==> src/hdl/cssr_pkg.sv <==
// Shared types and constants of the CompactSize string reader.
// No dependencies; every other file depends on this package.
`default_nettype none

package cssr_pkg;

  typedef enum logic [1:0] {
    KIND_PAYLOAD = 2'd0,
    KIND_EMPTY   = 2'd1,
    KIND_ERROR   = 2'd2
  } kind_t;

  // Tag bytes that open a long-form length
  localparam logic [7:0] TAG_U16 = 8'hFD;
  localparam logic [7:0] TAG_U32 = 8'hFE;
  localparam logic [7:0] TAG_U64 = 8'hFF;

  // Number of length bytes after each tag
  localparam logic [3:0] LEN_BYTES_U16 = 4'd2;
  localparam logic [3:0] LEN_BYTES_U32 = 4'd4;
  localparam logic [3:0] LEN_BYTES_U64 = 4'd8;

  localparam logic [30:0] LEN_SAT          = 31'h7FFF_FFFF;
  localparam logic [30:0] MAX_LENGTH_RESET = 31'd65535;

  // Register index of max_length, taken from paddr[2]
  localparam logic REG_MAX_LENGTH = 1'b0;

  typedef struct packed {
    kind_t       kind;
    logic [7:0]  data;
    logic        last;
    logic [30:0] len;
  } res_t;

endpackage

`default_nettype wire

==> src/hdl/cssr_if.sv <==
// Valid/ready channel interfaces of the CompactSize string reader.
// Depends on cssr_pkg for the result kind type.
`default_nettype none

interface cssr_byte_if;
  logic       valid;
  logic       ready;
  logic [7:0] in_byte;

  modport source (output valid, output in_byte, input ready);
  modport sink   (input valid, input in_byte, output ready);
endinterface

interface cssr_res_if;
  logic               valid;
  logic               ready;
  cssr_pkg::kind_t    kind;
  logic [7:0]         out_byte;
  logic               last;
  logic [30:0]        string_length;

  modport source (output valid, output kind, output out_byte, output last,
                  output string_length, input ready);
  modport sink   (input valid, input kind, input out_byte, input last,
                  input string_length, output ready);
endinterface

`default_nettype wire

==> src/hdl/compact_size_string_reader.sv <==
// Top level of the CompactSize string reader: parser, register port and
// output register. Depends on cssr_pkg, cssr_if, cssr_apb and cssr_parser.
//
// Usage:
//   in_chan carries the serialized stream, one byte per transfer. Each string
//   opens with a CompactSize length: a tag below 0xFD is the length, tags
//   0xFD/0xFE/0xFF are followed by 2/4/8 little-endian length bytes.
//   out_chan carries one result per payload byte (last marks the final one),
//   one empty-string result for a zero length, or one error result when the
//   length exceeds max_length. After an error the block drops every byte
//   until reset.
//   max_length is written over the APB-style port at address 0.
// Latency and throughput:
//   A result is presented in the cycle after the byte that causes it is taken.
//   Unless a held result stalls, the block takes one byte per cycle; the single
//   output register sets that rate by taking a byte as the held result leaves.
// Reset (synchronous, rst_n low): parser waits for a tag byte, output register
//   empties, max_length returns to 65535.
// Stall: while out_chan.ready is low and a result is held, in_chan.ready drops
//   and the held result stays unchanged.
`default_nettype none

module compact_size_string_reader (
  input  wire logic        clk,
  input  wire logic        rst_n,
  cssr_byte_if.sink        in_chan,
  cssr_res_if.source       out_chan,
  input  wire logic        psel,
  input  wire logic        penable,
  input  wire logic        pwrite,
  input  wire logic [2:0]  paddr,
  input  wire logic [31:0] pwdata,
  output logic      [31:0] prdata,
  output logic             pready
);
  import cssr_pkg::*;

  logic [30:0] max_length;
  logic        take;
  logic        res_valid;
  res_t        res;

  logic        out_valid_r;
  res_t        out_res_r;

  cssr_apb u_apb (
    .clk        (clk),
    .rst_n      (rst_n),
    .psel       (psel),
    .penable    (penable),
    .pwrite     (pwrite),
    .paddr      (paddr),
    .pwdata     (pwdata),
    .prdata     (prdata),
    .pready     (pready),
    .max_length (max_length)
  );

  // Take a byte whenever the output register is empty or leaving this cycle
  assign in_chan.ready = !out_valid_r || out_chan.ready;
  assign take          = in_chan.valid && in_chan.ready;

  cssr_parser u_parser (
    .clk        (clk),
    .rst_n      (rst_n),
    .take       (take),
    .in_byte    (in_chan.in_byte),
    .max_length (max_length),
    .res_valid  (res_valid),
    .res        (res)
  );

  // Output register: load a new result, drop the held one once transferred
  always_ff @(posedge clk) begin
    if (!rst_n) begin
      out_valid_r <= 1'b0;
    end else if (take) begin
      out_valid_r <= res_valid;
    end else if (out_chan.ready) begin
      out_valid_r <= 1'b0;
    end
  end

  always_ff @(posedge clk) begin
    if (take && res_valid) begin
      out_res_r <= res;
    end
  end

  assign out_chan.valid         = out_valid_r;
  assign out_chan.kind          = out_res_r.kind;
  assign out_chan.out_byte      = out_res_r.data;
  assign out_chan.last          = out_res_r.last;
  assign out_chan.string_length = out_res_r.len;

  // Error and empty-string results always close a string
  a_err_last: assert property (@(posedge clk) disable iff (!rst_n)
    out_chan.valid && (out_chan.kind != KIND_PAYLOAD) |-> out_chan.last)
    else $error("error or empty result without last");

  // An empty string reports no byte and a zero length
  a_empty_zero: assert property (@(posedge clk) disable iff (!rst_n)
    out_chan.valid && (out_chan.kind == KIND_EMPTY) |->
      (out_chan.string_length == 31'd0) && (out_chan.out_byte == 8'd0))
    else $error("empty result with nonzero fields");

  // A payload byte belongs to a string of nonzero length
  a_pay_len: assert property (@(posedge clk) disable iff (!rst_n)
    out_chan.valid && (out_chan.kind == KIND_PAYLOAD) |->
      (out_chan.string_length != 31'd0))
    else $error("payload byte with zero length");

  // Once the error result is taken, the stream stays stopped
  a_stop_after_err: assert property (@(posedge clk) disable iff (!rst_n)
    out_chan.valid && out_chan.ready && (out_chan.kind == KIND_ERROR) |=>
      !out_chan.valid)
    else $error("result after error");

endmodule

`default_nettype wire

==> src/hdl/cssr_apb.sv <==
// APB-style register port holding max_length.
// Depends on cssr_pkg for the register index and reset value.
`default_nettype none

module cssr_apb (
  input  wire logic        clk,
  input  wire logic        rst_n,
  input  wire logic        psel,
  input  wire logic        penable,
  input  wire logic        pwrite,
  input  wire logic [2:0]  paddr,
  input  wire logic [31:0] pwdata,
  output logic      [31:0] prdata,
  output logic             pready,
  output logic      [30:0] max_length
);
  import cssr_pkg::*;

  logic [30:0] max_length_r;
  logic        wr_en;

  assign pready = 1'b1;
  assign wr_en  = psel && penable && pwrite && (paddr[2] == REG_MAX_LENGTH);

  always_ff @(posedge clk) begin
    if (!rst_n) begin
      max_length_r <= MAX_LENGTH_RESET;
    end else if (wr_en) begin
      max_length_r <= pwdata[30:0];
    end
  end

  always_comb begin
    prdata = 32'd0;
    if (paddr[2] == REG_MAX_LENGTH) begin
      prdata = {1'b0, max_length_r};
    end
  end

  assign max_length = max_length_r;

endmodule

`default_nettype wire

==> src/hdl/cssr_parser.sv <==
// Length-prefix parser: phase state, length assembly and limit check.
// Depends on cssr_pkg for result types, tag codes and constants.
`default_nettype none

module cssr_parser (
  input  wire logic           clk,
  input  wire logic           rst_n,
  input  wire logic           take,
  input  wire logic [7:0]     in_byte,
  input  wire logic [30:0]    max_length,
  output logic                res_valid,
  output cssr_pkg::res_t      res
);
  import cssr_pkg::*;

  typedef enum logic [1:0] {
    PH_TAG  = 2'd0,
    PH_LEN  = 2'd1,
    PH_PAY  = 2'd2,
    PH_STOP = 2'd3
  } phase_t;

  phase_t      phase_r, phase_nxt;
  logic [2:0]  idx_r, idx_nxt;
  logic [3:0]  total_r, total_nxt;
  logic [63:0] len_r, len_nxt;
  logic [30:0] remain_r, remain_nxt;

  logic [63:0] len_new;
  logic [2:0]  idx_inc;
  logic [30:0] remain_dec;
  logic        finish;
  logic        over;

  always_comb begin
    phase_nxt  = phase_r;
    idx_nxt    = idx_r;
    total_nxt  = total_r;
    len_nxt    = len_r;
    remain_nxt = remain_r;
    len_new    = len_r;
    finish     = 1'b0;
    res_valid  = 1'b0;
    res        = '{kind: KIND_PAYLOAD, data: 8'd0, last: 1'b0, len: 31'd0};
    idx_inc    = idx_r + 3'd1;
    remain_dec = remain_r - 31'd1;

    case (phase_r)
      PH_TAG: begin
        if (in_byte < TAG_U16) begin
          len_new = {56'd0, in_byte};
          finish  = 1'b1;
        end else begin
          case (in_byte)
            TAG_U16: total_nxt = LEN_BYTES_U16;
            TAG_U32: total_nxt = LEN_BYTES_U32;
            default: total_nxt = LEN_BYTES_U64;
          endcase
          idx_nxt   = 3'd0;
          len_nxt   = 64'd0;
          phase_nxt = PH_LEN;
        end
      end
      PH_LEN: begin
        // Merge the byte into its little-endian lane
        for (int k = 0; k < 8; k++) begin
          if (idx_r == 3'(k)) begin
            len_new[k*8 +: 8] = len_r[k*8 +: 8] | in_byte;
          end
        end
        len_nxt = len_new;
        idx_nxt = idx_inc;
        // Eight bytes wrap the index back to zero
        if (idx_inc == total_r[2:0]) begin
          idx_nxt = 3'd0;
          finish  = 1'b1;
        end
      end
      PH_PAY: begin
        remain_nxt = remain_dec;
        res_valid  = 1'b1;
        res.data   = in_byte;
        res.last   = (remain_dec == 31'd0);
        res.len    = len_r[30:0];
        if (remain_dec == 31'd0) begin
          phase_nxt = PH_TAG;
        end
      end
      default: begin
        // Stopped: drop the byte
      end
    endcase

    over = (|len_new[63:31]) || (len_new[30:0] > max_length);

    if (finish) begin
      len_nxt = len_new;
      if (over) begin
        phase_nxt = PH_STOP;
        res_valid = 1'b1;
        res.kind  = KIND_ERROR;
        res.last  = 1'b1;
        res.len   = (|len_new[63:31]) ? LEN_SAT : len_new[30:0];
      end else if (len_new[30:0] == 31'd0) begin
        phase_nxt = PH_TAG;
        res_valid = 1'b1;
        res.kind  = KIND_EMPTY;
        res.last  = 1'b1;
      end else begin
        phase_nxt  = PH_PAY;
        remain_nxt = len_new[30:0];
      end
    end

    if (!take) begin
      res_valid = 1'b0;
    end
  end

  always_ff @(posedge clk) begin
    if (!rst_n) begin
      phase_r  <= PH_TAG;
      idx_r    <= 3'd0;
      total_r  <= 4'd0;
      len_r    <= 64'd0;
      remain_r <= 31'd0;
    end else if (take) begin
      phase_r  <= phase_nxt;
      idx_r    <= idx_nxt;
      total_r  <= total_nxt;
      len_r    <= len_nxt;
      remain_r <= remain_nxt;
    end
  end

endmodule

`default_nettype wire
==> src/flat_wrapper.sv <==
// flat-port wrapper written by rule: the top's interface ports become plain ports
module compact_size_string_reader_flat import cssr_pkg::*;
  (clk, rst_n, psel, penable, pwrite, paddr, pwdata, prdata, pready, in_chan_valid, in_chan_in_byte, in_chan_ready, out_chan_valid, out_chan_kind, out_chan_out_byte, out_chan_last, out_chan_string_length, out_chan_ready);
  cssr_byte_if in_chan_i ();
  cssr_res_if out_chan_i ();
  input  wire logic clk;
  input  wire logic rst_n;
  input  wire logic psel;
  input  wire logic penable;
  input  wire logic pwrite;
  input  wire logic [2:0] paddr;
  input  wire logic [31:0] pwdata;
  output logic      [31:0] prdata;
  output logic pready;
  input wire logic [$bits(in_chan_i.valid)-1:0] in_chan_valid;
  input wire logic [$bits(in_chan_i.in_byte)-1:0] in_chan_in_byte;
  output wire logic [$bits(in_chan_i.ready)-1:0] in_chan_ready;
  output wire logic [$bits(out_chan_i.valid)-1:0] out_chan_valid;
  output wire logic [$bits(out_chan_i.kind)-1:0] out_chan_kind;
  output wire logic [$bits(out_chan_i.out_byte)-1:0] out_chan_out_byte;
  output wire logic [$bits(out_chan_i.last)-1:0] out_chan_last;
  output wire logic [$bits(out_chan_i.string_length)-1:0] out_chan_string_length;
  input wire logic [$bits(out_chan_i.ready)-1:0] out_chan_ready;
  assign in_chan_i.valid = in_chan_valid;
  assign in_chan_i.in_byte = in_chan_in_byte;
  assign in_chan_ready = in_chan_i.ready;
  assign out_chan_valid = out_chan_i.valid;
  assign out_chan_kind = out_chan_i.kind;
  assign out_chan_out_byte = out_chan_i.out_byte;
  assign out_chan_last = out_chan_i.last;
  assign out_chan_string_length = out_chan_i.string_length;
  assign out_chan_i.ready = out_chan_ready;
  compact_size_string_reader u_core (.clk(clk), .rst_n(rst_n), .in_chan(in_chan_i), .out_chan(out_chan_i), .psel(psel), .penable(penable), .pwrite(pwrite), .paddr(paddr), .pwdata(pwdata), .prdata(prdata), .pready(pready));
endmodule
==> config.mk <==
export PLATFORM = sky130hd
export DESIGN_NAME = compact_size_string_reader_flat
export DESIGN_NICKNAME = d
export VERILOG_FILES = /design/src/hdl/cssr_pkg.sv /design/src/hdl/cssr_if.sv /design/src/hdl/compact_size_string_reader.sv /design/src/hdl/cssr_apb.sv /design/src/hdl/cssr_parser.sv /design/src/flat_wrapper.sv
export SDC_FILE = /design/constraint.sdc
export NUM_CORES = 1
export LEC_CHECK = 0
export ABC_AREA = 1
export ABC_CLOCK_PERIOD_IN_PS = 6400
export BUFFER_PORTS_ARGS = -buffer_cell sky130_fd_sc_hd__buf_2
export CAP_MARGIN = 5
export CORE_MARGIN = 1.5
export CORE_UTILIZATION = 55
export DETAILED_ROUTE_END_ITERATION = 10
export PLACE_DENSITY = 0.76
export SYNTH_ARGS = -nofsm -noshare
export SYNTH_HDL_FRONTEND = slang
export SYNTH_SLANG_ARGS = --single-unit
==> constraint.sdc <==
create_clock -name clk -period 6.4 [get_ports clk]
set_input_delay 0.32 -clock clk [delete_from_list [all_inputs] [get_ports clk]]
set_output_delay 0.32 -clock clk [all_outputs]
set_load 0.01 [all_outputs]
==> impl_metrics.toml <==
[critical_path]
timing.critical_path.arrival_ps = 5160
critPathLaunchType = "flip-flop"
r2r_cells = 18
regToRegStartpoint = "u_core.u_parser.phase_r[1]$_SDFFE_PN0P_"
critical_path.cell_chain = "inv_2 > nand2_1 > a21oi_1 > a21oi_1 > inv_1 > ha_1 > nand2_1 > nor2_1 > nand2_1 > nor2_1 > nand2_1 > nand2_1 > nand2_1 > nand3_2 > nand2_1 > inv_1 > o21ai_0 > o21ai_0"
crit_path_top_delay_cell = "sky130_fd_sc_hd__inv_1"
critical_path.endpoint = "u_core.out_chan.string_length[14]$_DFFE_PP_"
worst-path-max-fanout = 32
r2r_setup_slack_ps = 1460
critPathCaptureType = "flip-flop"
cp_startpoint = "u_core.u_parser.phase_r[1]$_SDFFE_PN0P_"
critical_path.most_common_cell = "sky130_fd_sc_hd__nand2_1"
worst-setup-path-type = "reg -> reg"
crit_path_largest_cell_delay_ps = 690
r2r-end = "u_core.out_chan.string_length[14]$_DFFE_PP_"
worst-endpoint-required_ps = 6610

[synthesis]
main_synth_ff_type = "sky130_fd_sc_hd__dfxtp_1"
synth.largest_area_cell = "sky130_fd_sc_hd__dfxtp_1"
post_synth_instance_area_sq_um = 11000
synthesis.area_per_instance_sq_um = 6.64
ys_ff_latch = 176
postSynthNetCount = 1752
synth.top_cells.by_count = "380 x sky130_fd_sc_hd__nand2_1, 221 x sky130_fd_sc_hd__nor2_1, 208 x sky130_fd_sc_hd__o21ai_0, 193 x sky130_fd_sc_hd__inv_1, 150 x sky130_fd_sc_hd__a21oi_1"
postSynthCellCount = 1663
synth_largest_type_area_fraction_pct = 24.3
yosys.cell_count.top_type = "sky130_fd_sc_hd__nand2_1"
post_synth_num_cell_types = 44
synth-seq-area-share_pct = 35.7
synth_enable_flop_cells = 42
yosysWarningCount = 0
ys_async_sr_fraction_pct = 0
synth.top_cells.by_area = "sky130_fd_sc_hd__dfxtp_1 24%, sky130_fd_sc_hd__nand2_1 13%, sky130_fd_sc_hd__edfxtp_1 11%, sky130_fd_sc_hd__o21ai_0 9.4%, sky130_fd_sc_hd__nor2_1 7.5%"

[grt]
grt_start_max_net_pins = 105
grt_use_total_pct = 31.2
grt_overflow_total = 0
antenna_violations_before_repair = 0
grt_pass1_wl_microns = 50600
grt_pass1_vias = 9802

[die]
die_x_microns = 145
ios = 127
core_area_sq_um = 19600
design.die.area_sq_um = 20900
dieHeight_microns = 145
effective_utilization_at_floorplan_pct = 56.4
floorplan.rows = 51

[timing]
rsz0062_at_grt = "no"
timing.final.setup_violations = 0
final-hold-violation-count = 0
timing.max_slew.rel_slack_pct = 30.2
fin_worst_hold_slack_ps = 93.6
timing_worst_slew_pin_value_ps = 1050
max_clock_freq_mhz = 202
timing.final.crit_period_ps = 4940
drv_slew = 0
timing.clock.skew_ps = 8.18
final_min_period_over_clock_period_pct = 77.3
timing.setup.tns_ps = 0

[cts]
cts_made_buffers = 17
h-tree-depth = 4
cts_sinks = 176
cts.repair_timing.setup_buffer_count = 0
cts-resized-gates = 0
ctsLongestPathBuffers = 2
post_cts_hold_buffer_count = 0
root_buffer_cell = "sky130_fd_sc_hd__clkbuf_16"
clock_insertion_delay_worst_skew_ps = 440
cts_tree = "built"
worst_setup_hold_path_clk_slew_ps = 70

[placed_design]
gp_routability_congestion = 0.949
hpwl_microns = 22100
port_buffers = 121

[power_and_ir_drop]
peakVddDrop_mv = 0.238
power.static_leakage_nw = 5.72
power.density_nw_per_um2 = 485

[hold_path]
holdCritPathClass = "in -> reg"

[finish]
multiInputGateArea_sq_um = 5920
fraction_of_layout_cells_with_a_size_suffix_above_1_pct = 11.1
design.final.nets = 1813
final.fill_count = 1850
insertedDiodeCount = 0
area_growth_syn_to_layout_pct = 10.8
final-seq-area_sq_um = 3940

[status]
outcome = "complete, no violations"

[routing]
finalWirelength_microns = 32200
route.detailed.vias_per_inst = 5.55
detailroute.via_count = 11114
drc = 0
wire_per_inst_microns = 16.1
antenna_violating_nets_post_route = 0
drt-pass1-iter-count = 5
drt_first_iter_violations = 1200

[run]
max-cap-violations = 0
## worst min path at each step
| stage | start | endpoint | slack, ps | depth (start not counted) |
|---|---|---|---|---|
| after global routing | pwdata[14] | u_core.u_apb.max_length[14]$_SDFFE_PN1P_ | 100 | 3 |
| final | pwdata[15] | u_core.u_apb.max_length[15]$_SDFFE_PN1P_ | 90 | 3 |
| after CTS | pwdata[5] | u_core.u_apb.max_length[5]$_SDFFE_PN1P_ | 90 | 3 |
| after floorplan | u_core.u_parser.len_r[1]$_SDFFE_PN0P_ | u_core.u_parser.len_r[1]$_SDFFE_PN0P_ | 450 | 2 |
| after global placement | u_core.u_parser.len_r[2]$_SDFFE_PN0P_ | u_core.u_parser.len_r[2]$_SDFFE_PN0P_ | 450 | 2 |
| after detailed placement | u_core.u_parser.len_r[2]$_SDFFE_PN0P_ | u_core.u_parser.len_r[2]$_SDFFE_PN0P_ | 460 | 2 |
## where the power goes
group | total [mW] | switching, mW | leakage, nW | internal [mW]
clock network | 1.11 | 0.471 | 0.307 | 0.637
logic | 3.05 | 2.15 | 3.92 | 0.900
registers | 1.77 | 0.189 | 1.50 | 1.58
total | 5.93 | 2.81 | 5.72 | 3.12
## cells by family after synthesis
family | Yosys count | share of synthesized area, %
mux | 2 | 0.181
compound gates | 404 | 19.3
other cells | 2 | 0.0680
flops | 176 | 35.7
simple gates | 728 | 27.5
fa+ha+maj | 39 | 4.42
buf+inv | 286 | 10.8
xor+xnor | 26 | 2.06
## area by class of cell
| class | instances | share of cell area [%] |
|---|---|---|
| repair buffers | 132 | 5.63 |
| clock buffers | 23 | 4.08 |
| multi-input cells | 1201 | 48.4 |
| well taps | 265 | 2.71 |
| flip-flops and latches | 176 | 32.2 |
| clock inverters | 9 | 0.951 |
| inverters | 196 | 6.01 |
## state kept, by name (all words and copies together) (netlist names)
signal and cells:
u_core.u_parser.len_r 64, u_core.out_chan.string_length 31, u_core.u_apb.max_length 31, u_core.u_parser.remain_r 31
u_core.out_chan.out_byte 8, u_core.u_parser.idx_r 3, u_core.out_chan.kind 2, u_core.u_parser.phase_r 2
u_core.u_parser.total_r 2, u_core.out_chan.last 1, u_core.out_chan.valid 1
## per-layer routing
layer / global-route usage (%) / share of wire, % / routed length (microns)
met3: 5.36 / 8.1 / 2610
met4: 10.1 / 2.1 / 676
met2: 47.8 / 44 / 14300
met1: 44.6 / 45 / 14600
met5: 0 / 0 / 0
## stage by stage
stage               cell area, sq um  worst slack, ps  power (mW)  util, %  instances
finish                         12200             1460        5.93     62.4       2002
CTS                            12200             1600        5.86     62.4       2002
global route                   12200             1190        6.35     62.4       2002
global placement               11600             1710        4.69     59.3       1970
detailed placement             11600             1630        4.74     59.3       1970
floorplan                      11000             2660        3.92        -       1663
## worst max-delay path: cells and delay by family, from the launching register on
kind,cells,cell delay [ps]
and+or+nand+nor,10,1740
buffers and inverters,3,1050
AOI/OAI and AO/OA,4,990
DFF,1,590
adders and majority gates,1,320
## cells in the final DEF (no fill, tap or decap), types with 23 or more instances in the layout
cell and n:
sky130_fd_sc_hd__nand2_1 380, sky130_fd_sc_hd__buf_2 121, sky130_fd_sc_hd__edfxtp_1 42, sky130_fd_sc_hd__nor2_1 220, sky130_fd_sc_hd__a21oi_1 150, sky130_fd_sc_hd__o21ai_0 208
sky130_fd_sc_hd__inv_1 192, sky130_fd_sc_hd__ha_1 39, sky130_fd_sc_hd__nand3_1 78, sky130_fd_sc_hd__dfxtp_1 134, sky130_fd_sc_hd__xor2_1 23
(Power assumes the default switching activity.)
